[src/rtl/core/kcrd_pkg.sv]
package kcrd_pkg;

  localparam int unsigned ByteW  = 8;
  localparam int unsigned RecW   = 24;
  localparam int unsigned CntW   = 5;
  localparam int unsigned PosW   = 4;
  localparam int unsigned ValW   = 9;
  localparam int unsigned EntW   = 5;
  localparam int unsigned SumW   = 8;
  localparam int unsigned OutDataW = 48;

  localparam logic [RecW-1:0] RecMax = {RecW{1'b1}};

  localparam logic [0:0] CfgFirstRecord = 1'b0;
  localparam logic [0:0] CfgLastRecord  = 1'b1;

  typedef struct packed {
    logic we;
    logic re;
  } mem_ctl_t;

  // b / 17 for any byte: multiply by 241 / 4096
  function automatic logic [3:0] div17(input logic [ByteW-1:0] b);
    logic [15:0] prod;
    prod = 16'(b) * 16'd241;
    return prod[15:12];
  endfunction

  // n * (n + 1) / 2
  function automatic logic [SumW-1:0] tri_num(input logic [CntW-1:0] n);
    logic [10:0] prod;
    prod = 11'(n) * (11'(n) + 11'd1);
    return prod[8:1];
  endfunction

endpackage

[src/rtl/core/kcrd_entry_mem.sv]
module kcrd_entry_mem #(
  parameter int unsigned Depth = 16,
  parameter int unsigned AddrW = 4
) (
  input  logic                   clk_i,
  input  logic                   rst_ni,
  input  kcrd_pkg::mem_ctl_t     ctl_i,
  input  logic [AddrW-1:0]       waddr_i,
  input  logic [kcrd_pkg::EntW-1:0] wentry_i,
  input  logic [kcrd_pkg::SumW-1:0] wpsum_i,
  input  logic [AddrW-1:0]       raddr_i,
  output logic [kcrd_pkg::EntW-1:0] rentry_o,
  output logic [kcrd_pkg::SumW-1:0] rpsum_o
);
  import kcrd_pkg::*;

  localparam int unsigned WordW = EntW + SumW;

  logic [WordW-1:0] mem_q [Depth];
  logic [Depth-1:0] valid_q;
  logic [WordW-1:0] rdata_q;
  logic             rvalid_q;

  always_ff @(posedge clk_i) begin
    if (ctl_i.we) begin
      mem_q[waddr_i] <= {wpsum_i, wentry_i};
    end
    if (ctl_i.re) begin
      rdata_q <= mem_q[raddr_i];
    end
  end

  always_ff @(posedge clk_i or negedge rst_ni) begin
    if (!rst_ni) begin
      valid_q  <= '0;
      rvalid_q <= 1'b0;
    end else begin
      if (ctl_i.we) begin
        valid_q[waddr_i] <= 1'b1;
      end
      if (ctl_i.re) begin
        rvalid_q <= valid_q[raddr_i];
      end
    end
  end

  // unwritten entries read as zero
  assign rentry_o = rvalid_q ? rdata_q[EntW-1:0] : '0;
  assign rpsum_o  = rvalid_q ? rdata_q[WordW-1:EntW] : '0;

endmodule

[src/rtl/core/knot_code_record_decoder_top.sv]
// channel   | dir | signals                               | item
// s_axis    | in  | tvalid, tready, tdata[7:0]            | one stream byte
// m_axis    | out | tvalid, tready, tdata[47:0], tlast    | one decoded entry
// cfg       | in  | cfg_we_i, cfg_idx_i, cfg_data_i[23:0] | register write
// A header that keeps entries goes through ST_SUM (prefix-sum read from the entry
// memory); a pair byte with two new entries goes through ST_PAIR2 (one memory write
// port). Emission streams one entry per cycle from the memory read port, nc entries
// per emitted record, stalled by m_axis_tready.
// Reset: no clearing pass; per-entry valid bits make unwritten entries read zero.
module knot_code_record_decoder_top #(
  parameter int unsigned MAX_CROSSINGS = 16
) (
  input  logic        clk_i,
  input  logic        rst_ni,
  input  logic        s_axis_tvalid,
  output logic        s_axis_tready,
  input  logic [7:0]  s_axis_tdata,   // byte_in[7:0]
  output logic        m_axis_tvalid,
  input  logic        m_axis_tready,
  output logic [47:0] m_axis_tdata,   // record_number[23:0], crossing_count[28:24],
                                      // position[32:29], entry_value[41:33], zero
  output logic        m_axis_tlast,   // last_of_record
  input  logic        cfg_we_i,
  input  logic [0:0]  cfg_idx_i,
  input  logic [23:0] cfg_data_i
);
  import kcrd_pkg::*;

  localparam int unsigned AddrW = (MAX_CROSSINGS > 1) ? $clog2(MAX_CROSSINGS) : 1;
  localparam logic [CntW-1:0] MaxCnt = CntW'(MAX_CROSSINGS);

  typedef enum logic [1:0] {
    ST_IN,
    ST_SUM,
    ST_PAIR2,
    ST_EMIT
  } state_e;

  typedef enum logic [1:0] {
    PH_HEADER,
    PH_PAIRS,
    PH_SIGN_A,
    PH_SIGN_B
  } phase_e;

  state_e            state_q, state_d;
  phase_e            phase_q, phase_d;
  logic              count_known_q, count_known_d;
  logic [CntW-1:0]   crossings_q, crossings_d;
  logic [CntW-1:0]   entry_index_q, entry_index_d;
  logic [SumW-1:0]   entry_sum_q, entry_sum_d;
  logic [ByteW-1:0]  sign_a_q, sign_a_d;
  logic [15:0]       signs_q, signs_d;
  logic [RecW-1:0]   rec_cnt_q, rec_cnt_d;
  logic              stopped_q, stopped_d;
  logic [EntW-1:0]   lo_val_q, lo_val_d;
  logic [PosW-1:0]   pos_q, pos_d;
  logic [RecW-1:0]   first_rec_q, last_rec_q;

  logic              m_valid_q, m_valid_d;
  logic [RecW-1:0]   out_rec_q, out_rec_d;
  logic [CntW-1:0]   out_cnt_q, out_cnt_d;
  logic [PosW-1:0]   out_pos_q, out_pos_d;
  logic [ValW-1:0]   out_val_q, out_val_d;
  logic              out_last_q, out_last_d;

  mem_ctl_t          mem_ctl;
  logic [CntW-1:0]   waddr, raddr;
  logic [EntW-1:0]   wentry, rentry;
  logic [SumW-1:0]   wpsum, rpsum;

  logic              accept;
  logic [3:0]        drop;
  logic [CntW-1:0]   nc_new, nc, lastpos, keep, hi_val, lo_val;
  logic [CntW:0]     idx_p1, idx_p2;
  logic [RecW-1:0]   rec_inc;
  logic [SumW-1:0]   sum_v, e8;
  logic [ValW-1:0]   v9;
  logic              is_last;

  kcrd_entry_mem #(
    .Depth (MAX_CROSSINGS),
    .AddrW (AddrW)
  ) u_mem (
    .clk_i    (clk_i),
    .rst_ni   (rst_ni),
    .ctl_i    (mem_ctl),
    .waddr_i  (waddr[AddrW-1:0]),
    .wentry_i (wentry),
    .wpsum_i  (wpsum),
    .raddr_i  (raddr[AddrW-1:0]),
    .rentry_o (rentry),
    .rpsum_o  (rpsum)
  );

  assign s_axis_tready = (state_q == ST_IN);
  assign accept        = s_axis_tvalid && s_axis_tready;

  assign drop    = div17(s_axis_tdata);
  assign nc_new  = ((CntW'(drop) + 5'd1) > MaxCnt) ? MaxCnt : CntW'(drop) + 5'd1;
  assign nc      = count_known_q ? crossings_q : nc_new;
  assign lastpos = nc - 5'd1;
  assign keep    = (lastpos > CntW'(drop)) ? lastpos - CntW'(drop) : '0;
  assign idx_p1  = {1'b0, entry_index_q} + 6'd1;
  assign idx_p2  = {1'b0, entry_index_q} + 6'd2;
  assign hi_val  = {1'b0, s_axis_tdata[7:4]} + 5'd1;
  assign lo_val  = {1'b0, s_axis_tdata[3:0]} + 5'd1;
  assign rec_inc = rec_cnt_q + 24'd1;

  assign is_last = ({1'b0, pos_q} == crossings_q - 5'd1);
  assign e8      = is_last ? tri_num(crossings_q) - entry_sum_q : SumW'(rentry);
  assign v9      = {e8, 1'b0};

  always_comb begin
    state_d       = state_q;
    phase_d       = phase_q;
    count_known_d = count_known_q;
    crossings_d   = crossings_q;
    entry_index_d = entry_index_q;
    entry_sum_d   = entry_sum_q;
    sign_a_d      = sign_a_q;
    signs_d       = signs_q;
    rec_cnt_d     = rec_cnt_q;
    stopped_d     = stopped_q;
    lo_val_d      = lo_val_q;
    pos_d         = pos_q;
    m_valid_d     = m_valid_q;
    out_rec_d     = out_rec_q;
    out_cnt_d     = out_cnt_q;
    out_pos_d     = out_pos_q;
    out_val_d     = out_val_q;
    out_last_d    = out_last_q;
    mem_ctl       = '0;
    waddr         = '0;
    raddr         = '0;
    wentry        = '0;
    wpsum         = '0;
    sum_v         = entry_sum_q;

    if (m_valid_q && m_axis_tready) begin
      m_valid_d = 1'b0;
    end

    case (state_q)
      ST_IN: begin
        if (accept && !stopped_q) begin
          case (phase_q)
            PH_HEADER: begin
              if (!count_known_q) begin
                count_known_d = 1'b1;
                crossings_d   = nc_new;
              end
              if (rec_cnt_q == RecMax) begin
                stopped_d = 1'b1;
              end else begin
                rec_cnt_d = rec_inc;
                if (rec_inc > last_rec_q) begin
                  stopped_d = 1'b1;
                end else begin
                  entry_index_d = keep;
                  phase_d       = (keep < lastpos) ? PH_PAIRS : PH_SIGN_A;
                  entry_sum_d   = '0;
                  if (keep != '0) begin
                    mem_ctl.re = 1'b1;
                    raddr      = keep - 5'd1;
                    state_d    = ST_SUM;
                  end
                end
              end
            end
            PH_PAIRS: begin
              if (entry_index_q < lastpos) begin
                sum_v      = entry_sum_q + SumW'(hi_val);
                mem_ctl.we = 1'b1;
                waddr      = entry_index_q;
                wentry     = hi_val;
                wpsum      = sum_v;
              end
              entry_sum_d = sum_v;
              if (idx_p1 < {1'b0, lastpos}) begin
                lo_val_d = lo_val;
                state_d  = ST_PAIR2;
              end
              entry_index_d = idx_p2[CntW-1:0];
              if (idx_p2 >= {1'b0, lastpos}) begin
                phase_d = PH_SIGN_A;
              end
            end
            PH_SIGN_A: begin
              sign_a_d = s_axis_tdata;
              phase_d  = PH_SIGN_B;
            end
            PH_SIGN_B: begin
              phase_d = PH_HEADER;
              if (rec_cnt_q >= first_rec_q) begin
                signs_d    = {sign_a_q, s_axis_tdata};
                pos_d      = '0;
                mem_ctl.re = 1'b1;
                raddr      = '0;
                state_d    = ST_EMIT;
              end
            end
            default: begin
              phase_d = PH_HEADER;
            end
          endcase
        end
      end
      ST_SUM: begin
        entry_sum_d = rpsum;
        state_d     = ST_IN;
      end
      ST_PAIR2: begin
        sum_v       = entry_sum_q + SumW'(lo_val_q);
        mem_ctl.we  = 1'b1;
        waddr       = entry_index_q - 5'd1;
        wentry      = lo_val_q;
        wpsum       = sum_v;
        entry_sum_d = sum_v;
        state_d     = ST_IN;
      end
      ST_EMIT: begin
        if (!m_valid_q || m_axis_tready) begin
          m_valid_d  = 1'b1;
          out_rec_d  = rec_cnt_q;
          out_cnt_d  = crossings_q;
          out_pos_d  = pos_q;
          out_val_d  = signs_q[15] ? v9 : 9'd0 - v9;
          out_last_d = is_last;
          signs_d    = {signs_q[14:0], 1'b0};
          if (is_last) begin
            state_d = ST_IN;
          end else begin
            pos_d      = pos_q + 4'd1;
            mem_ctl.re = 1'b1;
            raddr      = {1'b0, pos_q} + 5'd1;
          end
        end
      end
      default: begin
        state_d = ST_IN;
      end
    endcase
  end

  always_ff @(posedge clk_i or negedge rst_ni) begin
    if (!rst_ni) begin
      state_q       <= ST_IN;
      phase_q       <= PH_HEADER;
      count_known_q <= 1'b0;
      crossings_q   <= '0;
      entry_index_q <= '0;
      entry_sum_q   <= '0;
      sign_a_q      <= '0;
      signs_q       <= '0;
      rec_cnt_q     <= '0;
      stopped_q     <= 1'b0;
      lo_val_q      <= '0;
      pos_q         <= '0;
      first_rec_q   <= 24'd1;
      last_rec_q    <= RecMax;
      m_valid_q     <= 1'b0;
      out_rec_q     <= '0;
      out_cnt_q     <= '0;
      out_pos_q     <= '0;
      out_val_q     <= '0;
      out_last_q    <= 1'b0;
    end else begin
      state_q       <= state_d;
      phase_q       <= phase_d;
      count_known_q <= count_known_d;
      crossings_q   <= crossings_d;
      entry_index_q <= entry_index_d;
      entry_sum_q   <= entry_sum_d;
      sign_a_q      <= sign_a_d;
      signs_q       <= signs_d;
      rec_cnt_q     <= rec_cnt_d;
      stopped_q     <= stopped_d;
      lo_val_q      <= lo_val_d;
      pos_q         <= pos_d;
      m_valid_q     <= m_valid_d;
      out_rec_q     <= out_rec_d;
      out_cnt_q     <= out_cnt_d;
      out_pos_q     <= out_pos_d;
      out_val_q     <= out_val_d;
      out_last_q    <= out_last_d;
      if (cfg_we_i) begin
        case (cfg_idx_i)
          CfgFirstRecord: first_rec_q <= cfg_data_i;
          CfgLastRecord:  last_rec_q  <= cfg_data_i;
          default:        first_rec_q <= first_rec_q;
        endcase
      end
    end
  end

  assign m_axis_tvalid = m_valid_q;
  assign m_axis_tdata  = {6'd0, out_val_q, out_pos_q, out_cnt_q, out_rec_q};
  assign m_axis_tlast  = out_last_q;

endmodule

[config.mk]
export PLATFORM = sky130hd
export DESIGN_NAME = knot_code_record_decoder_top
export DESIGN_NICKNAME = d
export VERILOG_FILES = /design/src/rtl/core/kcrd_pkg.sv /design/src/rtl/core/kcrd_entry_mem.sv /design/src/rtl/core/knot_code_record_decoder_top.sv
export SDC_FILE = /design/constraint.sdc
export NUM_CORES = 1
export LEC_CHECK = 0
export ABC_CLOCK_PERIOD_IN_PS = 4900
export BUFFER_PORTS_ARGS = -buffer_cell sky130_fd_sc_hd__buf_2
export CAP_MARGIN = 25
export CORE_MARGIN = 1.5
export CORE_UTILIZATION = 40
export DETAILED_ROUTE_END_ITERATION = 12
export PLACE_DENSITY_LB_ADDON = 0.15
export SLEW_MARGIN = 20
export SYNTH_ARGS = -nofsm -noshare
export SYNTH_HDL_FRONTEND = slang
export SYNTH_SLANG_ARGS = --single-unit
[constraint.sdc]
create_clock -name clk_i -period 4.9 [get_ports clk_i]
set_input_delay 0.245 -clock clk_i [delete_from_list [all_inputs] [get_ports clk_i]]
set_output_delay 0.245 -clock clk_i [all_outputs]
set_load 0.01 [all_outputs]
==> After elaboration in Yosys (flattened, before gate mapping) <==
Memory sizes are Yosys's and may differ from the RTL's. A register that Yosys moved wholly into a read port is not among the register bits.
Cells that the tools add are included.
{ "op_classes": {"addsub": 18, "mul": 2, "magnitude_cmp": 11, "eq_ne": 25, "n_mux": 85, "n_bitwise": 3, "reduce_logical": 29} }
{ "ops": {"columns": ["operator", "n"], "rows": [
  ["$mux 8", 9],
  ["$mux 16", 4],
  ["$mux 4", 15],
  ["$mux 5", 9],
  ["$pmux 16 s2", 1],
  ["$pmux 8 s2", 2],
  ["$mux 2", 13],
  ["$add 24x1->24 const B", 1],
  ["$eq 24x24->1 const B", 1],
  ["$ge 24x24->1", 1],
  ["$gt 24x24->1", 1],
  ["$pmux 4 s2", 3],
  ["$pmux 8 s3", 1],
  ["$pmux 5 s2", 2],
  ["$ne 3x3->1 const B", 6],
  ["$mux 1", 17],
  ["$add 8x5->8", 2],
  ["$mul 8x8->16 const B", 1],
  ["$or 16x16->16", 1],
  ["$add 4x1->5 const B", 3],
  ["$reduce_and 5->1", 3],
  ["$add 5x1->6 const B", 2],
  ["$ne 2x2->1 const B", 6],
  ["$pmux 2 s3", 2],
  ["other kinds (40)", 67]
]} }
{ "word_totals": {"ff_bits": 190, "ram_bits": 208, "out_inout_bits": 51, "mem_count": 1} }
{ "memory_table": {"columns": ["name", "depth", "width", "read_ports", "rd_clocked_by_memory_dff", "write_ports", "line_no", "rtl"], "rows": [
  ["u_mem.mem_q", 16, 13, 1, 1, 1, "kcrd_entry_mem.sv:19", "logic [WordW-1:0] mem_q [Depth];"]
]} }

==> Logic depth before layout (Yosys ltp) <==
{ "depth": {"ltp_word": 17, "mapped_depth": 39} }

==> Hierarchy <==
A second synthesis with hierarchy kept.
{ "unflattened": {"cells_unflattened": 1762, "area_unflattened_um2": 22292.6} }
{ "by_module_without_submodules": {"columns": ["mod", "n_inst", "cells_each", "area_per_inst_um2"], "rows": [
  ["knot_code_record_decoder_top", 1, 1383, 13073.8],
  ["kcrd_entry_mem", 1, 379, 9218.8]
]} }

==> Worst setup path before layout <==
No wires, ideal clock.
{ "synth_timing": {"path_kind": "input-to-reg", "from": "input port s_axis_tdata[4]", "to": "register u_mem.rdata_q[10], read port of u_mem.mem_q, data pin", "setup_ns": 0.261, "t_arrival_ns": 8.297, "slack_ns": -3.658, "path_stages": 35, "n_path_buf": 1, "cell_sequence": "inv_1 fa_1 fa_1 inv_1 ha_1 ha_1 ha_1 and3_1 a221oi_1 o21ai_0 xor2_1 ha_1 and3_1 nor3_1 a21oi_1 ha_1 xnor2_1 ha_1 o21ai_0 a21boi_0 o21ai_0 and2_1 nor4b_1 or2_2 nor2_1 inv_1 ha_1 or3_1 a221o_1 a21oi_4 buf_6 mux2_2 nand2_1 o211ai_2 o311a_1"} }
{ "synth_via": {"elab_chain_cells": 15} }
{ "synth_lines": {"columns": ["item", "line_no", "rtl"], "rows": [
  ["start, declared", "knot_code_record_decoder_top.sv:17", "input logic [7:0] s_axis_tdata,"],
  ["$mul 8x8->16 (*)", "kcrd_pkg.sv:25", "prod = 16'(b) * 16'd241;"],
  ["$add 4x1->5", "knot_code_record_decoder_top.sv:100", "assign nc_new = ((CntW'(drop) + 5'd1) > MaxCnt) ? MaxCnt : CntW'(drop) + 5'd1;"],
  ["$gt 5x5->1", "knot_code_record_decoder_top.sv:100", null],
  ["$mux 5", "knot_code_record_decoder_top.sv:100", null],
  ["$mux 5", null, null],
  ["$sub 5x1->5", "knot_code_record_decoder_top.sv:102", "assign lastpos = nc - 5'd1;"],
  ["$sub 5x4->5 or $gt 5x4->1 (tied branches)", "knot_code_record_decoder_top.sv:103", "assign keep = (lastpos > CntW'(drop)) ? lastpos - CntW'(drop) : '0;"],
  ["$mux 5 (*)", "knot_code_record_decoder_top.sv:103", null],
  ["$sub 4x1->4 or $reduce_bool 5->1 (tied branches)", "knot_code_record_decoder_top.sv:165, knot_code_record_decoder_top.sv:163", null],
  ["$mux 4 or $mux 1 (tied branches)", "knot_code_record_decoder_top.sv:163", "if (keep != '0) begin"],
  ["$mux 4 or $mux 1 (tied branches)", "knot_code_record_decoder_top.sv:157", "if (rec_inc > last_rec_q) begin"],
  ["$mux 4 or $mux 1 (tied branches)", "knot_code_record_decoder_top.sv:153", "if (rec_cnt_q == RecMax) begin"],
  ["$mux 4 or $pmux 1 s2 (tied branches)", null, null],
  ["$mux 4 or $mux 2 (tied branches)", "knot_code_record_decoder_top.sv:146", "if (accept && !stopped_q) begin"],
  ["$pmux 4 s2 or $pmux 1 s2 (tied branches)", "knot_code_record_decoder_top.sv:144", "case (state_q)"],
  ["end, declared", "kcrd_entry_mem.sv:21", "logic [WordW-1:0] rdata_q;"]
]} }
Mark *: on every way between the ends. The rest lies on a longest branch, timed or not.
A chain may end at the register's enable or synchronous reset.

==> Final worst setup path <==
{ "layout_timing": {"from": "input port s_axis_tdata[3]", "to": "register u_mem.rdata_q[4], read port of u_mem.mem_q, data pin"} }
Same word-level chain as after synthesis.

==> impl_metrics.yaml <==
outcome:
  status: "finished with violations"
  violations: "negative setup slack"
cells_and_area:
  drive_above_1_share_pct: 30.1
  multi_input_area_um2: 11500
  syn_to_final_growth_pct: 31.4
  diodes: 0
  regArea_um2: 11400
  fillers: 4893
  final_nets: 2669
hold_path:
  min_to: "sign_a_q[5]"
  whs_path_depth: 3
  holdCritPathClass: "input pin to register"
  min-delay-start: "s_axis_tdata[5]"
clocking:
  cts_made_buffers: 48
  clk_latency_ns: 0.60
  cts_tree: "built"
  path_clk_slew_ns: 0.06
  cts.sinks: 410
  clock_path_buffers: 3
  h-tree-depth: 2
  cts_root_buf: "clkbuf_16"
global_route:
  grt-ovfl-total: 0
  grtUsageTotal_pct: 21.3
  grt_max_degree: 105
  grt_pass1_vias: 17300
  grt_pass1_wl_um: 96500
  antenna_found_initial: 0
critical_path:
  ff2ff_setup_slack_ns: -0.77
  cp-start-kind: "input pin"
  endpoint_kind: "register"
  arrival_ns: 7.77
  path_class: "input pin to register"
  worst_path_max_delay_cell: "fa_1"
  critical_path_required_ns: 5.26
  r2r-end: "u_mem.rvalid_q"
  cp_slowest_stage_delay_ns: 0.44
  cp_max_fo: 6
  rr_worst_depth: 25
  reg2reg_from: "rec_cnt_q[0]"
synth:
  syn_inst: 2055
  yosys.area_share.simple_pct: 11.4
  ys_warn_count: 0
  synth_common_cells: "edfxtp_1 (221), nand2_1 (218), ha_1 (170)"
  yosysTopAreaCellShare_pct: 29.2
  synth_compound_area_share_pct: 11.1
  async_flop_share_pct: 46.1
  ys.flop_type: "edfxtp_1"
  synth-xor-area-share_pct: 4.22
  ys_top_cells_by_area: "edfxtp_1 (29%), dfrtp_1 (18%), ha_1 (9.3%), mux2_2 (3.8%), nand2_1 (3.6%)"
  synthDistinctLibCells: 78
  ys_seq_area_share_pct: 50.1
  avgSynthCellArea_um2: 11.1
  synthMuxAreaShare_pct: 7.25
  synth-adder-area-share_pct: 11.7
  synth-seq-cells: 410
  yosysTopAreaCell: "edfxtp_1"
  synth_top_family_by_area: "adder cells"
  synth.most_common_cell: "edfxtp_1"
  synth_area_um2: 22800
  synth_edf_count: 221
timing:
  rsz0062_at_grt: "true"
  fin_crit_ns: 7.42
  fmax_mhz: 135
  holdWs_ns: 0.0413
  final.setup.tns_ns: -636.76
  fin_skew_ns: 0.0284
  setup_slack_ns: -2.52
  finalSetupViolCount: 483
  slew_violations: 0
  slew_headroom_pct: 47.3
  fin_crit_sh_pct: 151
  final-hold-violation-count: 0
  tightest_slew_ns: 0.787
pwr:
  power_frac_seq_pct: 31.8
  power-per-cell-area_nw_per_um2: 490
  switchingPower_mw: 5.21
  intPower_mw: 9.43
  clockPowerShare_pct: 25.2
  pwr-share-comb_pct: 43.0
  p_sw_share_pct: 35.6
  leakage_nw: 13.0
  peakVddDrop_mv: 0.326
placement:
  place_congestion: 0.846
  port_buffers: 81
  hpwl_um: 42200
drt:
  remaining_drc_errors: 0
  drtIter0Drc: 1089
  wire_per_inst_um: 19.1
  vias_per_cell: 5.21
  via_count: 16800
  routed_wl_um: 61600
  firstDrtPassIters: 5
  ant_nets: 0
die:
  start_util_pct: 40.4
  dieHeight_um: 241
  ioPinCount: 89
  die-area_um2: 58300
  fp.coreArea_um2: 56300
  rows: 87
  die-width_um: 241
job:
  maxCapViolations: 0
==> stage by stage <==
step | cell area [µm²] | setup WS [ns] | power (mW) | utilization, % | cells
CTS | 29400 | -2.53 | 14.4 | 52.3 | 3208
global route | 29900 | -2.75 | 15.5 | 53.1 | 3227
global placement | 26500 | -3.17 | 10.1 | 47.1 | 3054
detailed placement | 26500 | -3.34 | 10.1 | 47.1 | 3054
floorplan | 23300 | -2.89 | 8.08 | - | 2061
finish | 29900 | -2.52 | 14.6 | 53.1 | 3227
==> critical path: cells and delay by family <==
kind	cells	cell delay (ns)
AND/OR/NAND/NOR	11	2.01
buffers and inverters	10	1.05
AO/OA/AOI/OAI	9	1.54
adder cells (fa/ha/maj)	8	2.47
XOR/XNOR	1	0.16
multiplexers	1	0.29
==> registers in the layout (all words and copies together) (netlist names) <==
signal	flops
count_known_q	1
crossings_q	5
entry_index_q	5
entry_sum_q	8
first_rec_q	24
last_rec_q	24
lo_val_q	5
m_axis_tlast	1
m_axis_tvalid	1
out_cnt_q	5
out_pos_q	4
out_rec_q	24
out_val_q	8
phase_q	2
pos_q	4
rec_cnt_q	24
sign_a_q	8
signs_q	16
state_q	2
stopped_q	1
u_mem.mem_q	208
u_mem.rdata_q	13
u_mem.rvalid_q	1
u_mem.valid_q	16
==> cells by family (layout without fill, tap and decap cells) <==
family,count (synthesis),in the layout
mux,154,154
fa+ha+maj,197,197
flops,410,410
simple gates,564,564
other cells,1,7
xor+xnor,108,108
compound gates,389,389
buf+inv,232,642
==> metal layers <==
layer | GRT usage (%) | share of wire [%] | up-vias
met5 | 0 | 0 | -
met4 | 4.70 | 1.8 | 0
met3 | 2.87 | 3.8 | 77
met2 | 35.3 | 47 | 310
met1 | 29.7 | 47 | 8358
li1 | - | - | 8068
==> final cells by class <==
class                   count  area share (%)
clock buffers              63            4.48
inverters                 134            1.72
repair buffers            421            13.1
multi-input cells        1419            38.5
well taps                 756            3.17
clock inverters            24           0.950
flip-flops and latches    410            38.1
==> timing repair <==
action / in CTS / in global routing
hold buffers: 27 / 0
cloned: 10 / 5
endpoints found under the hold margin: 118 / 0
buffers inserted: 30 / 19
pin swaps: 52 / 46
gates resized for setup: 104 / 64
setup endpoints to repair: 483 / 486
==> worst max-delay path by stage <==
stage,startpoint,endpoint,slack (ns),cells after the start
6_report,s_axis_tdata[3],u_mem.rdata_q[4],-2.52,40
5_1_grt,s_axis_tdata[0],u_mem.rdata_q[8],-2.75,39
3_3_place_gp,s_axis_tdata[3],u_mem.rdata_q[4],-3.17,38
4_1_cts,s_axis_tdata[0],u_mem.rdata_q[4],-2.53,38
3_5_place_dp,s_axis_tdata[2],u_mem.rdata_q[4],-3.34,36
2_1_floorplan,s_axis_tdata[2],u_mem.rdata_q[10],-2.89,36
==> power by group through the flow <==
stage          logic [mW]  registers (mW)  clock network [mW]
3_3_place_gp         5.38            4.69                   0
4_1_cts              6.02            4.65                3.78
6_report             6.29            4.66                3.69
2_1_floorplan        3.49            4.59                   0
3_5_place_dp         5.44            4.71                   0
5_1_grt              6.90            4.71                3.90
==> layout by cell type (no fill, tap or decap), types with 15 or more instances in the layout <==
cell type,instances
buf_4,224
edfxtp_1,221
nand2_1,202
dfrtp_1,164
ha_1,152
inv_1,126
o21ai_0,119
nor2_1,94
buf_2,78
a21oi_1,67
mux2i_1,66
nor3_1,64
mux2_2,64
xnor2_1,59
clkbuf_16,53
xor2_1,42
buf_6,38
buf_12,38
a21o_1,36
dlygate4sd3_1,27
nand3_1,26
fa_1,26
dfstp_2,25
nand2b_1,24
o21ai_1,19
nor2b_1,19
nor2_4,19
ha_4,16
and3_1,15
nand4_1,15
Power figures use the tool's default switching activity.
